File: config.mk
export PLATFORM = sky130hd
export DESIGN_NAME = crc16_frame_receiver
export DESIGN_NICKNAME = d
export VERILOG_FILES = /design/src/hw/rtl/crc16fr_pkg.sv /design/src/hw/rtl/crc16_frame_receiver.sv
export SDC_FILE = /design/constraint.sdc
export NUM_CORES = 1
export LEC_CHECK = 0
export BUFFER_PORTS_ARGS = -buffer_cell sky130_fd_sc_hd__buf_4
export CORE_MARGIN = 4
export CORE_UTILIZATION = 45
export CTS_CLUSTER_SIZE = 30
export DETAILED_ROUTE_END_ITERATION = 16
export PLACE_DENSITY_LB_ADDON = 0.1
export SYNTH_ARGS = -nofsm -noshare
export SYNTH_HDL_FRONTEND = slang
export SYNTH_SLANG_ARGS = --single-unit
File: constraint.sdc
create_clock -name clk -period 10.2 [get_ports clk]
set_input_delay 1.02 -clock clk [delete_from_list [all_inputs] [get_ports clk]]
set_output_delay 1.02 -clock clk [all_outputs]
set_load 0.01 [all_outputs]
File: src/hw/rtl/crc16fr_pkg.sv
// Package for the CRC16 frame receiver: field widths, codes, reset values
// and the byte-wide CRC16-CCITT-FALSE update function.
// No dependencies.
package crc16fr_pkg;

  // Field widths
  localparam int unsigned BYTE_W   = 8;
  localparam int unsigned CRC_W    = 16;
  localparam int unsigned IDLE_W   = 16;
  localparam int unsigned STATUS_W = 2;
  localparam int unsigned CFG_IDX_W  = 2;
  localparam int unsigned CFG_DATA_W = 16;
  localparam int unsigned OUT_DATA_W = 32;

  // CRC constants
  localparam logic [CRC_W-1:0] CRC_INIT = 16'hFFFF;
  localparam logic [CRC_W-1:0] CRC_POLY = 16'h1021;

  // Idle counter saturation value
  localparam logic [IDLE_W-1:0] IDLE_MAX = 16'hFFFF;

  // Register reset values
  localparam logic [BYTE_W-1:0] START_BYTE_RST    = 8'd170;
  localparam logic [IDLE_W-1:0] TIMEOUT_TICKS_RST = 16'd50;
  localparam logic [BYTE_W-1:0] MAX_PAYLOAD_RST   = 8'd255;

  // Configuration register indexes
  localparam logic [CFG_IDX_W-1:0] REG_START_BYTE    = 2'd0;
  localparam logic [CFG_IDX_W-1:0] REG_TIMEOUT_TICKS = 2'd1;
  localparam logic [CFG_IDX_W-1:0] REG_MAX_PAYLOAD   = 2'd2;

  // Input item kinds
  localparam logic FUNC_BYTE = 1'b0;
  localparam logic FUNC_TICK = 1'b1;

  // Result kinds
  localparam logic KIND_PAYLOAD = 1'b0;
  localparam logic KIND_EOF     = 1'b1;

  // End-of-frame status codes
  localparam logic [STATUS_W-1:0] ST_OK      = 2'd0;
  localparam logic [STATUS_W-1:0] ST_CRC_ERR = 2'd1;
  localparam logic [STATUS_W-1:0] ST_LEN_ERR = 2'd2;

  // One result item
  typedef struct packed {
    logic                kind;
    logic [BYTE_W-1:0]   data;
    logic [BYTE_W-1:0]   frame_type;
    logic [BYTE_W-1:0]   frame_length;
    logic [STATUS_W-1:0] status;
  } result_t;

  // MSB-first CRC update over one byte, eight shift steps
  function automatic logic [CRC_W-1:0] crc16_feed(input logic [CRC_W-1:0] crc_in,
                                                  input logic [BYTE_W-1:0] data);
    logic [CRC_W-1:0] c;
    c = crc_in ^ {data, {(CRC_W-BYTE_W){1'b0}}};
    for (int k = 0; k < BYTE_W; k++) begin
      if (c[CRC_W-1]) begin
        c = {c[CRC_W-2:0], 1'b0} ^ CRC_POLY;
      end else begin
        c = {c[CRC_W-2:0], 1'b0};
      end
    end
    return c;
  endfunction

endpackage

File: src/hw/rtl/crc16_frame_receiver.sv
// CRC16 frame receiver top level: deframer state, CRC check, idle timeout
// and a two-entry output buffer.
// Depends on crc16fr_pkg.

// Takes one item (a received byte or a time tick) per cycle and forwards
// payload bytes cut-through, then one end-of-frame transfer per frame with
// type, length and status (ok, CRC mismatch, or length over max_payload).
// Frames are start byte, type, length, payload, CRC high, CRC low; the CRC
// is CRC16-CCITT-FALSE over type, length and payload. Each item is handled
// in the cycle of its transfer; its result, if any, is registered in the
// output buffer. A two-entry output buffer (output register plus skid)
// keeps the input open while a result waits, so the sustained rate is one
// item per cycle as long as the output side takes one result per cycle.
// Payload already forwarded must be dropped downstream if the status is an
// error. Configuration writes take effect at the next clock edge.
module crc16_frame_receiver (
  input  logic        clk,
  input  logic        rst_n,
  // Input channel
  input  logic        in_tvalid,
  output logic        in_tready,
  input  logic [7:0]  in_tdata,   // [7:0] rx_byte
  input  logic        in_tuser,   // [0] func
  // Result channel
  output logic        out_tvalid,
  input  logic        out_tready,
  output logic [31:0] out_tdata,  // [7:0] out_byte, [15:8] frame_type,
                                  // [23:16] frame_length, [25:24] status
  output logic        out_tuser,  // [0] out_kind
  // Configuration port
  input  logic        cfg_we,
  input  logic [1:0]  cfg_index,
  input  logic [15:0] cfg_data
);

  typedef enum logic [2:0] {
    PH_HUNT    = 3'd0,
    PH_TYPE    = 3'd1,
    PH_LEN     = 3'd2,
    PH_PAYLOAD = 3'd3,
    PH_CRC_HI  = 3'd4,
    PH_CRC_LO  = 3'd5
  } phase_t;

  // Configuration registers
  logic [crc16fr_pkg::BYTE_W-1:0] start_byte_r;
  logic [crc16fr_pkg::IDLE_W-1:0] timeout_ticks_r;
  logic [crc16fr_pkg::BYTE_W-1:0] max_payload_r;

  // Frame state
  phase_t                         phase_r,    phase_nxt;
  logic [crc16fr_pkg::BYTE_W-1:0] type_r,     type_nxt;
  logic [crc16fr_pkg::BYTE_W-1:0] len_r,      len_nxt;
  logic [crc16fr_pkg::BYTE_W-1:0] count_r,    count_nxt;
  logic [crc16fr_pkg::CRC_W-1:0]  crc_r,      crc_nxt;
  logic [crc16fr_pkg::BYTE_W-1:0] crc_hi_r,   crc_hi_nxt;
  logic [crc16fr_pkg::IDLE_W-1:0] idle_r,     idle_nxt;

  // Output buffer
  logic                 out_valid_r;
  crc16fr_pkg::result_t out_res_r;
  logic                 skid_valid_r;
  crc16fr_pkg::result_t skid_res_r;

  logic                             in_xfer;
  logic                             pop;
  logic                             push;
  crc16fr_pkg::result_t             res;
  logic [crc16fr_pkg::CRC_W-1:0]    crc_fed;
  logic [crc16fr_pkg::CRC_W-1:0]    crc_got;
  logic [crc16fr_pkg::IDLE_W-1:0]   idle_inc;
  logic [crc16fr_pkg::BYTE_W-1:0]   rx_byte;

  assign rx_byte   = in_tdata;
  assign in_tready = ~skid_valid_r;
  assign in_xfer   = in_tvalid & in_tready;
  assign pop       = out_valid_r & out_tready;

  assign crc_fed  = crc16fr_pkg::crc16_feed(crc_r, rx_byte);
  assign crc_got  = {crc_hi_r, rx_byte};
  assign idle_inc = (idle_r == crc16fr_pkg::IDLE_MAX) ? idle_r
                                                      : idle_r + 1'b1;

  // Next frame state and result for the item in transfer
  always_comb begin
    phase_nxt  = phase_r;
    type_nxt   = type_r;
    len_nxt    = len_r;
    count_nxt  = count_r;
    crc_nxt    = crc_r;
    crc_hi_nxt = crc_hi_r;
    idle_nxt   = idle_r;
    push       = 1'b0;
    res.kind         = crc16fr_pkg::KIND_PAYLOAD;
    res.data         = rx_byte;
    res.frame_type   = type_r;
    res.frame_length = len_r;
    res.status       = crc16fr_pkg::ST_OK;

    if (in_xfer) begin
      if (in_tuser == crc16fr_pkg::FUNC_TICK) begin
        // Idle tick: abandon the frame once the timeout is exceeded
        idle_nxt = idle_inc;
        if (idle_inc > timeout_ticks_r) begin
          phase_nxt  = PH_HUNT;
          type_nxt   = '0;
          len_nxt    = '0;
          count_nxt  = '0;
          crc_nxt    = crc16fr_pkg::CRC_INIT;
          crc_hi_nxt = '0;
          idle_nxt   = '0;
        end
      end else begin
        idle_nxt = '0;
        unique case (phase_r)
          PH_TYPE: begin
            type_nxt  = rx_byte;
            crc_nxt   = crc_fed;
            phase_nxt = PH_LEN;
          end
          PH_LEN: begin
            len_nxt   = rx_byte;
            crc_nxt   = crc_fed;
            count_nxt = '0;
            phase_nxt = (rx_byte == '0) ? PH_CRC_HI : PH_PAYLOAD;
          end
          PH_PAYLOAD: begin
            crc_nxt   = crc_fed;
            count_nxt = count_r + 1'b1;
            if (count_nxt >= len_r) begin
              phase_nxt = PH_CRC_HI;
            end
            push = 1'b1;
          end
          PH_CRC_HI: begin
            crc_hi_nxt = rx_byte;
            phase_nxt  = PH_CRC_LO;
          end
          PH_CRC_LO: begin
            // CRC mismatch takes precedence over a length error
            res.kind = crc16fr_pkg::KIND_EOF;
            res.data = '0;
            if (crc_got != crc_r) begin
              res.status = crc16fr_pkg::ST_CRC_ERR;
            end else if (len_r > max_payload_r) begin
              res.status = crc16fr_pkg::ST_LEN_ERR;
            end else begin
              res.status = crc16fr_pkg::ST_OK;
            end
            push       = 1'b1;
            phase_nxt  = PH_HUNT;
            type_nxt   = '0;
            len_nxt    = '0;
            count_nxt  = '0;
            crc_nxt    = crc16fr_pkg::CRC_INIT;
            crc_hi_nxt = '0;
          end
          default: begin
            // Hunting, also for unused phase codes
            if (rx_byte == start_byte_r) begin
              crc_nxt   = crc16fr_pkg::CRC_INIT;
              phase_nxt = PH_TYPE;
            end else begin
              phase_nxt = PH_HUNT;
            end
          end
        endcase
      end
    end
  end

  // Frame state registers
  always_ff @(posedge clk) begin
    if (!rst_n) begin
      phase_r  <= PH_HUNT;
      type_r   <= '0;
      len_r    <= '0;
      count_r  <= '0;
      crc_r    <= crc16fr_pkg::CRC_INIT;
      crc_hi_r <= '0;
      idle_r   <= '0;
    end else begin
      phase_r  <= phase_nxt;
      type_r   <= type_nxt;
      len_r    <= len_nxt;
      count_r  <= count_nxt;
      crc_r    <= crc_nxt;
      crc_hi_r <= crc_hi_nxt;
      idle_r   <= idle_nxt;
    end
  end

  // Configuration writes
  always_ff @(posedge clk) begin
    if (!rst_n) begin
      start_byte_r    <= crc16fr_pkg::START_BYTE_RST;
      timeout_ticks_r <= crc16fr_pkg::TIMEOUT_TICKS_RST;
      max_payload_r   <= crc16fr_pkg::MAX_PAYLOAD_RST;
    end else if (cfg_we) begin
      unique case (cfg_index)
        crc16fr_pkg::REG_START_BYTE:    start_byte_r    <= cfg_data[7:0];
        crc16fr_pkg::REG_TIMEOUT_TICKS: timeout_ticks_r <= cfg_data;
        crc16fr_pkg::REG_MAX_PAYLOAD:   max_payload_r   <= cfg_data[7:0];
        default: ;
      endcase
    end
  end

  // Output register with skid entry
  always_ff @(posedge clk) begin
    if (!rst_n) begin
      out_valid_r  <= 1'b0;
      skid_valid_r <= 1'b0;
    end else if (!out_valid_r || pop) begin
      if (skid_valid_r) begin
        out_valid_r  <= 1'b1;
        out_res_r    <= skid_res_r;
        skid_valid_r <= push;
        skid_res_r   <= res;
      end else begin
        out_valid_r  <= push;
        out_res_r    <= res;
      end
    end else if (push) begin
      skid_valid_r <= 1'b1;
      skid_res_r   <= res;
    end
  end

  assign out_tvalid = out_valid_r;
  assign out_tuser  = out_res_r.kind;
  assign out_tdata  = {{(crc16fr_pkg::OUT_DATA_W - 3*crc16fr_pkg::BYTE_W
                         - crc16fr_pkg::STATUS_W){1'b0}},
                       out_res_r.status, out_res_r.frame_length,
                       out_res_r.frame_type, out_res_r.data};

endmodule

==> results.py <==
metrics = {
    "run_status": {
        "status": "finished clean",
    },
    "floorplanning": {
        "core-area_sq_um": 16760,
        "start_util_pct": 46.53,
        "pin_count": 67,
        "rows": 47,
        "fp.dieW_um": 139.6,
        "fp.dieH_um": 139.6,
        "die_area_sq_um": 19500,
    },
    "clock_network": {
        "cts_buffers": 17,
        "hold_buffers": 0,
        "cts_sinks": 155,
        "cts-resized-gates": 0,
        "h-tree-depth": 4,
        "post_cts_buffers": 0,
        "clk_pin_slew_ns": 0.07,
        "clock-root-buffer": "clkbuf_16",
        "clock_path_buffers": 2,
        "cts_tree": "yes",
        "clkLatencyLatePin_ns": 0.42,
    },
    "cells_and_area": {
        "drive_gt1_share_pct": 14.52,
        "layout.nets": 915,
        "seq_area_sq_um": 3643,
        "fillCellCount": 1533,
        "syn2layout_area_growth_pct": 13.83,
        "stdcell_area_sq_um": 8877,
        "antenna_cells": 0,
        "final_cells": 1081,
        "multiInputGateArea_sq_um": 3756,
    },
    "place": {
        "port-buffer-count": 60,
        "placed_cells": 1049,
        "dp_hpwl_um": 12740,
        "routabilityCongestion": 0.8728,
        "dpl-instance-area_sq_um": 8290,
    },
    "logic_synthesis": {
        "ys_top_cells_by_area": "dfxtp_1 (26%), edfxtp_1 (21%), ha_1 (5.6%), mux2i_1 (5.4%), nand2_1 (5.3%)",
        "syn_area_sq_um": 7799,
        "async_flop_share_pct": 0,
        "synth.top_cell.area_share_pct": 25.93,
        "ys_seq_elements": 155,
        "synth_seq_area_share_pct": 46.72,
        "syn_avg_cell_area_sq_um": 9.604,
        "synth-main-ff-cell": "dfxtp_1",
        "synth_edf_count": 54,
        "yosysWarnings": 0,
        "yosysMostFrequentCell": "nand2_1",
        "netlist_instances": 812,
        "synth.largest_area_cell": "dfxtp_1",
        "ys_top_cells_by_count": "nand2_1 (110), dfxtp_1 (101), nor2_1 (62), edfxtp_1 (54), nand3_1 (43)",
        "synthDistinctLibCells": 59,
    },
    "timing": {
        "rsz0062_at_grt": "no",
        "setup_violations": 0,
        "period_share_pct": 44.05,
        "slew_viol_final": 0,
        "worstMarginPinSlew_ns": 1.218,
        "period_minus_slack_ns": 4.493,
        "slew_headroom_pct": 18.24,
        "fmax_mhz": 222.5,
        "hold_viol": 0,
        "finClkSkew_ns": 0.009558,
        "setup_tns_ns": 0,
    },
    "global_routing": {
        "grt.total_usage_pct": 18.43,
        "antenna_found_initial": 0,
        "grt_max_degree": 72,
        "grt_pass1_vias": 5600,
        "grt-ovfl-total": 0,
        "grt_pass1_wl_um": 29280,
    },
    "setup_path": {
        "cp_max_fo": 21,
        "crit_buf_inv": 0,
        "slowest_stage": "or3_1",
        "critPathKind": "reg2reg",
        "cp-end-kind": "register",
        "arrival_ns": 4.83,
        "worstSetupStartpointType": "register",
        "cp.required_ns": 10.54,
        "path_cells": "and4_1 -> nand3_1 -> nor3_4 -> nor2_2 -> nand2_1 -> xnor2_1 -> ha_1 -> and3_1 -> a221oi_1 -> nor3_1 -> a2111o_2 -> nand2_2 -> or3_1 -> mux2i_1",
        "slowest_delay_ns": 0.81,
        "path_delay_family": "simple AND/OR/NAND/NOR gates",
    },
    "routing": {
        "vias": 5761,
        "drc": 0,
        "wl_um": 17500,
        "post_drt_via_cell_ratio": 5.329,
        "firstDrtPassIters": 6,
        "wl_per_cell_um": 16.19,
        "drtIter0Drc": 430,
        "ant_nets": 0,
    },
    "power_and_ir_drop": {
        "ir_drop_mv": 0.1362,
        "p_leak_nw": 3.661,
        "power_density_nw_per_um2": 156.2,
    },
    "flow_run": {
        "maxCapViolCount": 0,
    },
    "hold_path": {
        "hold_class": "reg2reg",
    },
}
per-layer routing:
layer  track usage, %  wire length (um)
met5                0                 0
met4            6.119               264
met3            3.328               780
met2            27.96              7832
met1            26.68              8621
sequential cells by signal (all words and copies together), names as in the netlist, 3 cells and up:
register	count
crc_r	16
start_byte_r	8
count_r	8
phase_r	3
timeout_ticks_r	16
crc_hi_r	8
skid_res_r	27
max_payload_r	8
idle_r	16
len_r	8
type_r	8
out_tdata	26
through the flow:
| step | utilization (%) | worst slack [ns] | hold WS (ns) | power [W] |
|---|---|---|---|---|
| floorplan | - | 6.841 | 0.4259 | 0.0007361 |
| global placement | 49.47 | 5.893 | 0.4421 | 0.0007658 |
| detailed placement | 49.47 | 5.740 | 0.4495 | 0.0007679 |
| CTS | 52.97 | 5.698 | 0.4620 | 0.001396 |
| global route | 52.97 | 5.280 | 0.4774 | 0.001438 |
| finish | 52.97 | 5.707 | 0.4584 | 0.001386 |
power by group:
| part | switching, W | total, W | leakage [nW] | internal (W) |
|---|---|---|---|---|
| sequential | 0.00000631 | 0.000657 | 1.37 | 0.000651 |
| clock | 0.000266 | 0.000632 | 0.274 | 0.000366 |
| combinational | 0.0000583 | 0.0000971 | 2.02 | 0.0000388 |
final timing paths:
| path | from | slack, ns | to | cells past startpoint |
|---|---|---|---|---|
| max reg2reg | idle_r[4]$_SDFFE_PN0P_ | 5.71 | crc_r[2]$_SDFFE_PN1P_ | 14 |
| min reg2reg | timeout_ticks_r[14]$_SDFFE_PN0P_ | 0.46 | timeout_ticks_r[14]$_SDFFE_PN0P_ | 2 |
| min | timeout_ticks_r[14]$_SDFFE_PN0P_ | 0.46 | timeout_ticks_r[14]$_SDFFE_PN0P_ | 2 |
| max | idle_r[4]$_SDFFE_PN0P_ | 5.71 | crc_r[2]$_SDFFE_PN1P_ | 14 |
layout by cell type, fill, tap and decap left out, types with 6 or more instances in the layout:
cell type,n
nand2_1,110
dfxtp_1,101
buf_4,64
nor2_1,61
edfxtp_1,54
nand3_1,43
mux2i_1,42
ha_1,35
a21oi_1,34
xnor2_1,34
inv_1,33
o21ai_0,32
xor2_1,29
clkbuf_16,17
mux2_2,16
o211ai_1,15
nand4_1,14
and2_1,10
nand2b_1,9
nor3_1,7
a22o_1,6
nand3b_1,6
nor2b_1,6
and3_1,6
conb_1,6
inv_6,6
kinds of logic after synthesis:
family                     count (synthesis)  synth area share, %
other                                      1              0.04808
buffers and inverters                     88                5.390
adders and majority gates                 35                5.615
and+or+nand+nor                          292                17.71
xor gates and xnor gates                  63                7.075
AOI/OAI and AO/OA                        120                9.739
muxes                                     58                7.701
DFF                                      155                46.72
cell type report:
class | count | share of cell area [%]
Sequential cell | 155 | 41.04
Clock inverter | 14 | 1.776
Multi-Input combinational cell | 574 | 42.31
Timing Repair Buffer | 64 | 5.412
Inverter | 36 | 1.522
Clock buffer | 18 | 4.834
Tap cell | 220 | 3.101
worst register-to-register path, cell delays in order, from the launching register on:
cell      delay (ns)
dfxtp_1         0.44
and4_1          0.29
nand3_1         0.17
nor3_4          0.42
nor2_2          0.11
nand2_1         0.14
xnor2_1         0.16
ha_1            0.27
and3_1          0.20
a221oi_1        0.31
nor3_1          0.08
a2111o_2        0.40
nand2_2         0.34
or3_1           0.81
mux2i_1         0.28
Note: power is estimated with default switching activity, not from simulation.
